`src/hdl/qmm_pkg.sv`:
```
package qmm_pkg;

    localparam int SPEED_BITS = 12;
    localparam int THR_W      = SPEED_BITS + 1;
    localparam int CORR_W     = 12;
    localparam int TIME_W     = 16;
    localparam int CFG_DATA_W = (SPEED_BITS > TIME_W) ? SPEED_BITS : TIME_W;
    localparam int CFG_IDX_W  = 3;
    // Wide enough for the clamped throttle plus three corrections of either sign.
    localparam int SUM_W      = ((SPEED_BITS > CORR_W) ? SPEED_BITS : CORR_W) + 3;

    localparam logic [CFG_IDX_W-1:0] CFG_SPEED_MAX     = 3'd0;
    localparam logic [CFG_IDX_W-1:0] CFG_SPEED_MIN     = 3'd1;
    localparam logic [CFG_IDX_W-1:0] CFG_PROTECT_SPEED = 3'd2;
    localparam logic [CFG_IDX_W-1:0] CFG_PULSE_BASE    = 3'd3;
    localparam logic [CFG_IDX_W-1:0] CFG_PULSE_PERIOD  = 3'd4;

    localparam logic [SPEED_BITS-1:0] RST_SPEED_MAX     = SPEED_BITS'(1000);
    localparam logic [SPEED_BITS-1:0] RST_SPEED_MIN     = '0;
    localparam logic [SPEED_BITS-1:0] RST_PROTECT_SPEED = SPEED_BITS'(50);
    localparam logic [TIME_W-1:0]     RST_PULSE_BASE    = 16'd1000;
    localparam logic [TIME_W-1:0]     RST_PULSE_PERIOD  = 16'd20000;

    typedef struct packed {
        logic [SPEED_BITS-1:0] speed_max;
        logic [SPEED_BITS-1:0] speed_min;
        logic [SPEED_BITS-1:0] protect_speed;
        logic [TIME_W-1:0]     pulse_base;
        logic [TIME_W-1:0]     pulse_period;
    } t_cfg;

    // Limit to the maximum first, then raise to the minimum, so the minimum wins.
    function automatic logic [SPEED_BITS-1:0] clamp_speed(
        input logic signed [SUM_W-1:0] v,
        input logic [SPEED_BITS-1:0]   smax,
        input logic [SPEED_BITS-1:0]   smin
    );
        logic signed [SUM_W-1:0] vmax;
        logic signed [SUM_W-1:0] vmin;
        logic signed [SUM_W-1:0] r;
        vmax = $signed({{(SUM_W-SPEED_BITS){1'b0}}, smax});
        vmin = $signed({{(SUM_W-SPEED_BITS){1'b0}}, smin});
        r = v;
        if (r > vmax) begin
            r = vmax;
        end
        if (r < vmin) begin
            r = vmin;
        end
        return r[SPEED_BITS-1:0];
    endfunction

endpackage

```
`src/hdl/qmm_chan.sv`:
```
module qmm_chan (
    input  logic                                i_clk,
    input  logic                                i_en,
    input  qmm_pkg::t_cfg                       i_cfg,
    input  logic                                i_stop,
    input  logic signed [qmm_pkg::SUM_W-1:0]    i_sum,
    output logic [qmm_pkg::SPEED_BITS-1:0]      o_speed,
    output logic [qmm_pkg::TIME_W-1:0]          o_high_time,
    output logic [qmm_pkg::TIME_W-1:0]          o_low_time
);
    import qmm_pkg::*;

    logic [SPEED_BITS-1:0] r_spd3, r_spd4, r_spd5;
    logic [TIME_W-1:0]     r_hi4, r_hi5, r_lo5;
    logic [SPEED_BITS-1:0] n_spd3;
    logic [TIME_W:0]       n_hi_sum;
    logic [TIME_W-1:0]     n_hi4, n_lo5;

    always_comb begin
        n_spd3   = i_stop ? '0 : clamp_speed(i_sum, i_cfg.speed_max, i_cfg.speed_min);
        n_hi_sum = {1'b0, i_cfg.pulse_base} + (TIME_W+1)'(r_spd3);
        n_hi4    = n_hi_sum[TIME_W] ? '1 : n_hi_sum[TIME_W-1:0];
        n_lo5    = (i_cfg.pulse_period > r_hi4) ? (i_cfg.pulse_period - r_hi4) : '0;
    end

    always_ff @(posedge i_clk) begin
        if (i_en) begin
            r_spd3 <= n_spd3;
            r_spd4 <= r_spd3;
            r_hi4  <= n_hi4;
            r_spd5 <= r_spd4;
            r_hi5  <= r_hi4;
            r_lo5  <= n_lo5;
        end
    end

    assign o_speed     = r_spd5;
    assign o_high_time = r_hi5;
    assign o_low_time  = r_lo5;

endmodule

```
`src/hdl/quad_motor_mixer_pwm.sv`:
```
// An accepted command beat passes through five register stages (throttle clamp,
// mix, speed clamp, high time, low time) to its result on o_valid; the stages
// advance together, taking one beat per cycle, whenever the output is free.
// Reset clears all stage valid bits and loads the register defaults; the
// datapath registers are not reset.
module quad_motor_mixer_pwm (
    input  logic                                   i_clk,
    input  logic                                   i_rst_n,
    input  logic                                   i_cfg_we,
    input  logic [qmm_pkg::CFG_IDX_W-1:0]          i_cfg_idx,
    input  logic [qmm_pkg::CFG_DATA_W-1:0]         i_cfg_data,
    input  logic                                   i_valid,
    output logic                                   o_stall,
    input  logic signed [qmm_pkg::THR_W-1:0]       i_throttle,
    input  logic                                   i_lock,
    input  logic signed [qmm_pkg::CORR_W-1:0]      i_roll_corr,
    input  logic signed [qmm_pkg::CORR_W-1:0]      i_pitch_corr,
    input  logic signed [qmm_pkg::CORR_W-1:0]      i_yaw_corr,
    input  logic signed [qmm_pkg::CORR_W-1:0]      i_roll_rate_corr,
    input  logic signed [qmm_pkg::CORR_W-1:0]      i_pitch_rate_corr,
    output logic                                   o_valid,
    input  logic                                   i_stall,
    output logic [qmm_pkg::SPEED_BITS-1:0]         o_motor0_speed,
    output logic [qmm_pkg::SPEED_BITS-1:0]         o_motor1_speed,
    output logic [qmm_pkg::SPEED_BITS-1:0]         o_motor2_speed,
    output logic [qmm_pkg::SPEED_BITS-1:0]         o_motor3_speed,
    output logic [qmm_pkg::TIME_W-1:0]             o_motor0_high_time,
    output logic [qmm_pkg::TIME_W-1:0]             o_motor1_high_time,
    output logic [qmm_pkg::TIME_W-1:0]             o_motor2_high_time,
    output logic [qmm_pkg::TIME_W-1:0]             o_motor3_high_time,
    output logic [qmm_pkg::TIME_W-1:0]             o_motor0_low_time,
    output logic [qmm_pkg::TIME_W-1:0]             o_motor1_low_time,
    output logic [qmm_pkg::TIME_W-1:0]             o_motor2_low_time,
    output logic [qmm_pkg::TIME_W-1:0]             o_motor3_low_time
);
    import qmm_pkg::*;

    localparam int NSTAGE = 5;

    function automatic logic signed [SUM_W-1:0] sx_corr(input logic signed [CORR_W-1:0] c);
        return $signed({{(SUM_W-CORR_W){c[CORR_W-1]}}, c});
    endfunction

    t_cfg r_cfg;
    logic [NSTAGE-1:0] r_vld;
    logic              en;

    // Stage 1: clamped throttle and registered corrections.
    logic [SPEED_BITS-1:0]    r_thr1;
    logic                     r_lock1;
    logic signed [CORR_W-1:0] r_rc1, r_pc1, r_yc1, r_rr1, r_pr1;
    logic [SPEED_BITS-1:0]    n_thr1;

    // Stage 2: stop decision and the four mixed sums.
    logic                    r_stop2;
    logic signed [SUM_W-1:0] r_sum2 [4];
    logic                    n_stop2;
    logic signed [SUM_W-1:0] n_sum2 [4];
    logic signed [SUM_W-1:0] thr_x;

    logic [SPEED_BITS-1:0] spd  [4];
    logic [TIME_W-1:0]     hi_t [4];
    logic [TIME_W-1:0]     lo_t [4];

    // The whole pipe moves unless a finished beat is held at the output.
    assign en      = !r_vld[NSTAGE-1] || !i_stall;
    assign o_stall = !en;
    assign o_valid = r_vld[NSTAGE-1];

    always_ff @(posedge i_clk) begin
        if (!i_rst_n) begin
            r_cfg.speed_max     <= RST_SPEED_MAX;
            r_cfg.speed_min     <= RST_SPEED_MIN;
            r_cfg.protect_speed <= RST_PROTECT_SPEED;
            r_cfg.pulse_base    <= RST_PULSE_BASE;
            r_cfg.pulse_period  <= RST_PULSE_PERIOD;
        end else if (i_cfg_we) begin
            unique case (i_cfg_idx)
                CFG_SPEED_MAX:     r_cfg.speed_max     <= i_cfg_data[SPEED_BITS-1:0];
                CFG_SPEED_MIN:     r_cfg.speed_min     <= i_cfg_data[SPEED_BITS-1:0];
                CFG_PROTECT_SPEED: r_cfg.protect_speed <= i_cfg_data[SPEED_BITS-1:0];
                CFG_PULSE_BASE:    r_cfg.pulse_base    <= i_cfg_data[TIME_W-1:0];
                CFG_PULSE_PERIOD:  r_cfg.pulse_period  <= i_cfg_data[TIME_W-1:0];
                default: ;
            endcase
        end
    end

    always_ff @(posedge i_clk) begin
        if (!i_rst_n) begin
            r_vld <= '0;
        end else if (en) begin
            r_vld <= {r_vld[NSTAGE-2:0], i_valid};
        end
    end

    always_comb begin
        n_thr1 = clamp_speed($signed({{(SUM_W-THR_W){i_throttle[THR_W-1]}}, i_throttle}),
                             r_cfg.speed_max, r_cfg.speed_min);
        thr_x     = $signed({{(SUM_W-SPEED_BITS){1'b0}}, r_thr1});
        n_stop2   = r_lock1 || (r_thr1 < r_cfg.protect_speed);
        n_sum2[0] = thr_x - sx_corr(r_rc1) + sx_corr(r_yc1) - sx_corr(r_rr1);
        n_sum2[1] = thr_x - sx_corr(r_pc1) - sx_corr(r_yc1) + sx_corr(r_pr1);
        n_sum2[2] = thr_x + sx_corr(r_rc1) + sx_corr(r_yc1) + sx_corr(r_rr1);
        n_sum2[3] = thr_x + sx_corr(r_pc1) - sx_corr(r_yc1) - sx_corr(r_pr1);
    end

    always_ff @(posedge i_clk) begin
        if (en) begin
            r_thr1  <= n_thr1;
            r_lock1 <= i_lock;
            r_rc1   <= i_roll_corr;
            r_pc1   <= i_pitch_corr;
            r_yc1   <= i_yaw_corr;
            r_rr1   <= i_roll_rate_corr;
            r_pr1   <= i_pitch_rate_corr;
            r_stop2 <= n_stop2;
            for (int k = 0; k < 4; k++) begin
                r_sum2[k] <= n_sum2[k];
            end
        end
    end

    for (genvar g = 0; g < 4; g++) begin : g_motor
        qmm_chan u_chan (
            .i_clk       (i_clk),
            .i_en        (en),
            .i_cfg       (r_cfg),
            .i_stop      (r_stop2),
            .i_sum       (r_sum2[g]),
            .o_speed     (spd[g]),
            .o_high_time (hi_t[g]),
            .o_low_time  (lo_t[g])
        );
    end

    assign o_motor0_speed     = spd[0];
    assign o_motor1_speed     = spd[1];
    assign o_motor2_speed     = spd[2];
    assign o_motor3_speed     = spd[3];
    assign o_motor0_high_time = hi_t[0];
    assign o_motor1_high_time = hi_t[1];
    assign o_motor2_high_time = hi_t[2];
    assign o_motor3_high_time = hi_t[3];
    assign o_motor0_low_time  = lo_t[0];
    assign o_motor1_low_time  = lo_t[1];
    assign o_motor2_low_time  = lo_t[2];
    assign o_motor3_low_time  = lo_t[3];

    // The input side is held back only by a beat waiting at the output.
    a_stall_cause: assert property (@(posedge i_clk) disable iff (!i_rst_n)
        o_stall |-> (o_valid && i_stall))
        else $error("input stalled without a held output beat");

    // The high time never falls below the configured base.
    a_high_floor: assert property (@(posedge i_clk) disable iff (!i_rst_n)
        o_valid |-> (o_motor0_high_time >= r_cfg.pulse_base))
        else $error("motor 0 high time below pulse base");

    // High and low time fill the period unless the high time alone exceeds it.
    a_period_split: assert property (@(posedge i_clk) disable iff (!i_rst_n)
        o_valid |-> ((({1'b0, o_motor2_high_time} + {1'b0, o_motor2_low_time})
                      == {1'b0, r_cfg.pulse_period})
                     || (o_motor2_low_time == '0
                         && o_motor2_high_time >= r_cfg.pulse_period)))
        else $error("motor 2 high and low time do not match the period");

    // With a sane range no motor runs above the maximum speed.
    a_speed_cap: assert property (@(posedge i_clk) disable iff (!i_rst_n)
        (o_valid && (r_cfg.speed_min <= r_cfg.speed_max))
        |-> (o_motor1_speed <= r_cfg.speed_max))
        else $error("motor 1 speed above maximum");

endmodule

```
`config.mk`:
```
export PLATFORM = sky130hd
export DESIGN_NAME = quad_motor_mixer_pwm
export DESIGN_NICKNAME = d
export VERILOG_FILES = /design/src/hdl/qmm_pkg.sv /design/src/hdl/qmm_chan.sv /design/src/hdl/quad_motor_mixer_pwm.sv
export SDC_FILE = /design/constraint.sdc
export NUM_CORES = 2
export LEC_CHECK = 0
export ABC_AREA = 1
export ABC_CLOCK_PERIOD_IN_PS = 24400
export BUFFER_PORTS_ARGS = -buffer_cell sky130_fd_sc_hd__buf_4
export CORE_MARGIN = 5
export CORE_UTILIZATION = 60
export CTS_CLUSTER_DIAMETER = 100
export DETAILED_ROUTE_END_ITERATION = 6
export PLACE_DENSITY = 0.8
export SLEW_MARGIN = 20
export SYNTH_ARGS = -nofsm -noshare
export SYNTH_HDL_FRONTEND = slang
export SYNTH_SLANG_ARGS = --single-unit
export TNS_END_PERCENT = 50
```
`constraint.sdc`:
```
create_clock -name i_clk -period 24.4 [get_ports i_clk]
set_input_delay 3.66 -clock i_clk [delete_from_list [all_inputs] [get_ports i_clk]]
set_output_delay 3.66 -clock i_clk [all_outputs]
set_load 0.03 [all_outputs]
```
* After elaboration in Yosys (flattened, before gate mapping)
Memory sizes are Yosys's and may differ from the RTL's.
Index checks and enable logic that the tools add are counted.
Widths: inputs -> output; s select.
** Storage, ports and cells
- Register bits after elaboration :: 483
- Memory bits (writable) :: 60
- Input bits :: 98
- Output and inout bits :: 178
- Word-level logic and storage cells :: 101
- Memories kept :: 1
** Cells by class
- $add $sub $neg :: 20
- Magnitude comparators :: 15
- Equality and inequality tests :: 4
- Muxes and demuxes :: 12
- Reduce and logical (&&, ||, !) cells :: 11
** Memory list
- r_sum2 :: depth 4, width 15, rd ports 4, clocked after memory_dff 0, wr ports 4, RTL line quad_motor_mixer_pwm.sv:56 : logic signed [SUM_W-1:0] r_sum2 [4];
** Operator list (count)
- $lt 15x13->1 :: 5
- $mux 15 :: 5
- $add 16x12->17 :: 4
- $gt 16x16->1 :: 4
- $sub 16x16->16 :: 4
- $gt 15x13->1 :: 4
- $mux 12 :: 5
- $add 14x12->15 :: 2
- $add 15x12->15 :: 2
- $sub 14x12->15 :: 2
- $sub 15x12->15 :: 2
- $add 13x12->14 :: 2
- $sub 13x12->14 :: 2
- $gt 13x13->1 :: 1
- $lt 12x12->1 :: 1
- $reduce_and 2->1 :: 5
- $eq 3x2->1 const B :: 2
- $eq 3x1->1 const B :: 1
- $eq 3x3->1 const B :: 1
- $logic_not 1->1 :: 3
- $logic_not 3->1 :: 1
- $logic_or 1x1->1 :: 2
- $mux 1 :: 2

* Longest topological paths before layout
An unclocked memory read counts as a cell.
- Depth in word-level cells :: 5
- Gate-level depth with buffers :: 26
- Mapped depth without buffers :: 24

* Cells and area by module
Synthesis repeated with hierarchy kept, for this count alone.
** Second synthesis, totals
- Cell total of the unflattened synthesis :: 3368
- Area, all modules :: 32879.0 um2
** Modules (own cells, without submodules)
- quad_motor_mixer_pwm :: times used 1, cells an instance 1168, area each 12319.3 um2, seq. area each 5485.3 um2
- qmm_chan (g_motor[1].u_chan ...) :: times used 2, cells an instance 551, area each 5165.0 um2, seq. area each 2522.4 um2
- qmm_chan (g_motor[0].u_chan) :: times used 1, cells an instance 557, area each 5129.9 um2, seq. area each 2522.4 um2
- qmm_chan (g_motor[3].u_chan) :: times used 1, cells an instance 541, area each 5099.9 um2, seq. area each 2522.4 um2

* Least setup slack after synthesis
No wires, ideal clock.
- Path kind :: in2out
- Start :: input i_stall
- End :: output o_stall
- Arrival :: 16.374 ns
- Required time :: 20.740 ns
- Path slack :: 4.366 ns
- Stages on the path :: 2
- Path buffers :: 0
- Cells stage by stage :: nand2_1 > inv_1
** On the way
- Word-level cells in the longest chain between the ends :: 3
** RTL lines
- start, declared :: RTL line quad_motor_mixer_pwm.sv:22 : input logic i_stall,
- $logic_not 1->1 :: RTL line quad_motor_mixer_pwm.sv:66 : assign en = !r_vld[NSTAGE-1] || !i_stall;
- $logic_or 1x1->1 :: RTL line quad_motor_mixer_pwm.sv:66
- $logic_not 1->1 :: RTL line quad_motor_mixer_pwm.sv:67 : assign o_stall = !en;
- end, declared :: RTL line quad_motor_mixer_pwm.sv:13 : output logic o_stall,
Every way passes these cells.

* Final worst setup path
Same ends and word-level chain as after synthesis.

==> metrics.md <==
| Metric | Value |
|---|---|
| CP Cell Sequence | `buf_4 > nand2_4 > inv_1 > buf_4` |
| Worst Hold Class | `reg -> reg` |
| Seq cells post-synth | `~540` |
| Vias in the first global route | `23700` |
| Antenna viol nets, final | `0` |
| Max transition margin | `0.286` |
| Clock transition at path regs | `~60 ps` |
| Initial Utilization | `0.608` |
| Async SR Flop Fraction | `0` |
| Die X-Extent | `about 240 um` |
| Num CTS Buffers | `55` |
| Routed vias | `23900` |
| Hold slack | `412 ps` |
| P_int | `between 2 and 2.5 mW` |
| Clock latency on the worst-skew pair | `620 ps` |
| CTS resizes | `0` |
| Register area | `between 15000 and 20000 um^2` |
| Chip height | `between 200 and 250 um` |
| Post-CTS Setup Bufs | `0` |
| Initial antenna violation count | `4` |
| Most frequent CP cell | `buf_4` |
| Setup TNS | `0 ps` |
| Hold Buf Count CTS | `0` |
| Area growth syn-to-layout | `14.1%` |
| All-Layer GR Usage | `0.294` |
| Congestion Overflow GR | `0` |
| Top cell family by delay on the critical path | `buffers and inverters` |
| Setup violations, final | `0` |
| GP Congestion | `0.970` |
| CTS sink cnt | `543` |
| Initial DRC count | `2011` |
| Top FF cell, synth | `edfxtp_1` |
| Mapped Nets | `between 3000 and 4000` |
| Switching power | `roughly 1.6 mW` |
| Synthesized area | `approximately 32000 um^2` |
| # DRC | `0` |
| Multi-input logic area | `roughly 15000 um^2` |
| Leakage Power | `roughly 17 nW` |
| Slowest CP cell | `nand2_4` |
| Synthesized area per cell | `10.1 um^2` |
| Post-synthesis cell type count | `57` |
| Post-synthesis compound-gate area fraction | `0.102` |
| Final wirelength | `around 86 mm` |
| Largest net degree at the start of global routing | `between 150 and 200` |
| Combinational share of power | `0.430` |
| Root Buffer | `clkbuf_16` |
| First-pass detailed-route iteration total | `7` |
| Adder-Cell Fraction of Synth Area | `0.186` |
| Part of the power in registers | `0.364` |
| Commonest non-fill, non-tap cell in the layout | `nand2_1` |
| Nets | `just under 4000` |
| Sequential share of the synthesized area | `0.486` |
| RSZ-0062 raised after global routing | `no` |
| IO buf count | `275` |
| FMAX | `between 100 and 150 MHz` |
| Mux cell area share after synthesis | `0` |
| FILL cells | `between 3000 and 4000` |
| Global-route wire length before repair | `approximately 130 mm` |
| Final count of pins violating max slew | `0` |
| Cells after Synth | `approximately 3200` |
| Clock power frac | `0.207` |
| Worst Clk Skew | `about 17 ps` |
| Synth warn | `0` |
| Switching Fraction | `0.399` |
| Commonest cells after routing, fill and taps aside | `556 x nand2_1, 470 x edfxtp_1, 424 x inv_1` |
| Num ports | `276` |
| CTS tree | `done` |
| Design Area, Final | `36600 um^2` |
| Crit end category | `output port` |
| Final Cycle Share | `0.348` |
| Max Cap Viol | `0` |
| Min Tclk post-route | `around 8500 ps` |
| Post-Synth XOR/XNOR Area | `0.0240` |
| WL per Instance | `~21 um` |
| Worst IR drop on VDD | `~0.076 mV` |
| Layout cells sized above 1 | `0.133` |
| Core Region | `roughly 53000 um^2` |
| Placed cell area | `roughly 35000 um^2` |
| Worst slew pin tran | `approximately 1100 ps` |
| Status | `complete, no violations` |
| PwrDens | `~110 nW/um^2` |
| CP startpoint kind | `input port` |
| CP Buf/Inv Count | `3` |
| CP arrival | `a little under 5000 ps` |
| Avg Vias per Cell | `about 5.7` |
| Post-synth EDFFs | `470` |
| Worst-path fanout max | `57` |
| Delay of the slowest critical-path stage | `about 530 ps` |
| DIE AREA | `58200 um^2` |
| Number of core rows | `84` |
| Final hold vios | `0` |
| Largest family of logic cells by synthesized area | `adder cells` |
| Clock H-tree levels | `2` |
| Post-Synth Simple-Gate Area | `0.142` |
| CTS Buffer Depth | `3` |
| Worst EP required | `slightly above 20000 ps` |
| Critical setup path kind | `in -> out` |
| Dpl hpwl | `67.6 mm` |
## logic make-up after synthesis
family,Yosys count
adders and majority gates,413
DFF,543
and+or+nand+nor,1048
AOI/OAI and AO/OA,588
buffers and inverters,492
xor gates and xnor gates,88
## Yosys cell counts, types with 4 or more instances
cell type / number / area [um^2]
o21ai_1: 21 / 105
dfxtp_1: 73 / 1460
inv_1: 424 / 1590
xor2_1: 60 / 526
o31ai_1: 4 / 30.0
nor2_1: 221 / 830
o211ai_1: 14 / 105
or2_2: 22 / 138
nor3_1: 24 / 120
nand2_1: 557 / 2090
a21boi_1: 12 / 90.1
clkbuf_1: 38 / 143
o21ai_0: 163 / 816
o21a_1: 6 / 45.0
a31oi_1: 6 / 37.5
ha_1: 305 / 3820
nand3_2: 26 / 260
a21oi_1: 300 / 1500
a21o_1: 14 / 105
and2_1: 5 / 31.3
fa_1: 108 / 2160
buf_4: 5 / 37.5
a211oi_1: 15 / 113
nand4_1: 18 / 113
nand2_2: 17 / 106
o21bai_1: 10 / 75.1
buf_2: 10 / 50.1
edfxtp_1: 470 / 14100
buf_6: 8 / 90.1
nand3_1: 139 / 696
nor3_2: 4 / 40.0
o21ai_2: 5 / 43.8
xnor2_1: 28 / 245
## routing by layer
| metal | up-vias | track usage | wire, um |
|---|---|---|---|
| li1 | 11400 | - | - |
| met1 | 11200 | 0.355 | 32200 |
| met2 | 1031 | 0.515 | 42900 |
| met3 | 266 | 0.0466 | 6300 |
| met4 | 4 | 0.143 | 5050 |
| met5 | - | 0 | 30 |
## stage by stage
stage	total power, mW	cells	utilization	worst slack (ps)
2_1_floorplan	2.72	3172	-	4370
3_3_place_gp	3.22	4081	0.658	15980
3_5_place_dp	3.27	4081	0.658	15910
4_1_cts	4.13	4183	0.693	15910
5_1_grt	4.40	4183	0.693	15800
6_report	4.12	4184	0.693	15920
## worst register-to-register path: stages (launching register included)
cell      delay, ps
edfxtp_1        550
inv_2           460
nand2_1         140
or2_0           220
a21oi_1         300
nand2_1         160
nand2_2         320
o21ai_0         220
ha_1            360
a21oi_1         140
nor2_1           50
a211oi_1        170
nand2_1         150
nand2_1         110
nand2_2         300
nand3_1         190
nand2_1          70
nor2_1          290
## sequential cells by signal, indices dropped and copies added (netlist names), 48 cells and up
| signal | flops |
|---|---|
| r_sum2 | 60 |
| g_motor.u_chan.r_hi4 | 64 |
| g_motor.u_chan.r_spd3 | 48 |
| g_motor.u_chan.o_speed | 48 |
| g_motor.u_chan.o_low_time | 64 |
| g_motor.u_chan.r_spd4 | 48 |
| g_motor.u_chan.o_high_time | 64 |
| r_cfg | 68 |
## power groups by stage
| stage | clock network [mW] | registers, mW | logic (mW) |
|---|---|---|---|
| final | 0.852 | 1.50 | 1.77 |
| after global routing | 0.905 | 1.52 | 1.97 |
| after CTS | 0.865 | 1.50 | 1.76 |
| after detailed placement | 0 | 1.52 | 1.75 |
| after global placement | 0 | 1.51 | 1.70 |
| after floorplan | 0 | 1.65 | 1.07 |
## layout make-up
class,count,area share
Tap cell,688,0.0235
Sequential cell,543,0.426
Timing Repair Buffer,283,0.0584
Antenna cell,1,0.0000684
Clock buffer,59,0.0381
Clock inverter,43,0.0118
Inverter,430,0.0442
Multi-Input combinational cell,2137,0.398
## final timing paths
kind,startpoint,endpoint,slack (ps),depth (start not counted)
worst max register to register,r_sum2[0][14],g_motor[0].u_chan.r_spd3[11],20010,17
worst max-delay path,i_stall,o_stall,15920,4
worst min-delay path,g_motor[1].u_chan.r_spd4[2],g_motor[1].u_chan.o_speed[2],410,0
worst min register to register,g_motor[1].u_chan.r_spd4[2],g_motor[1].u_chan.o_speed[2],410,0
(Power assumes the default switching activity.)
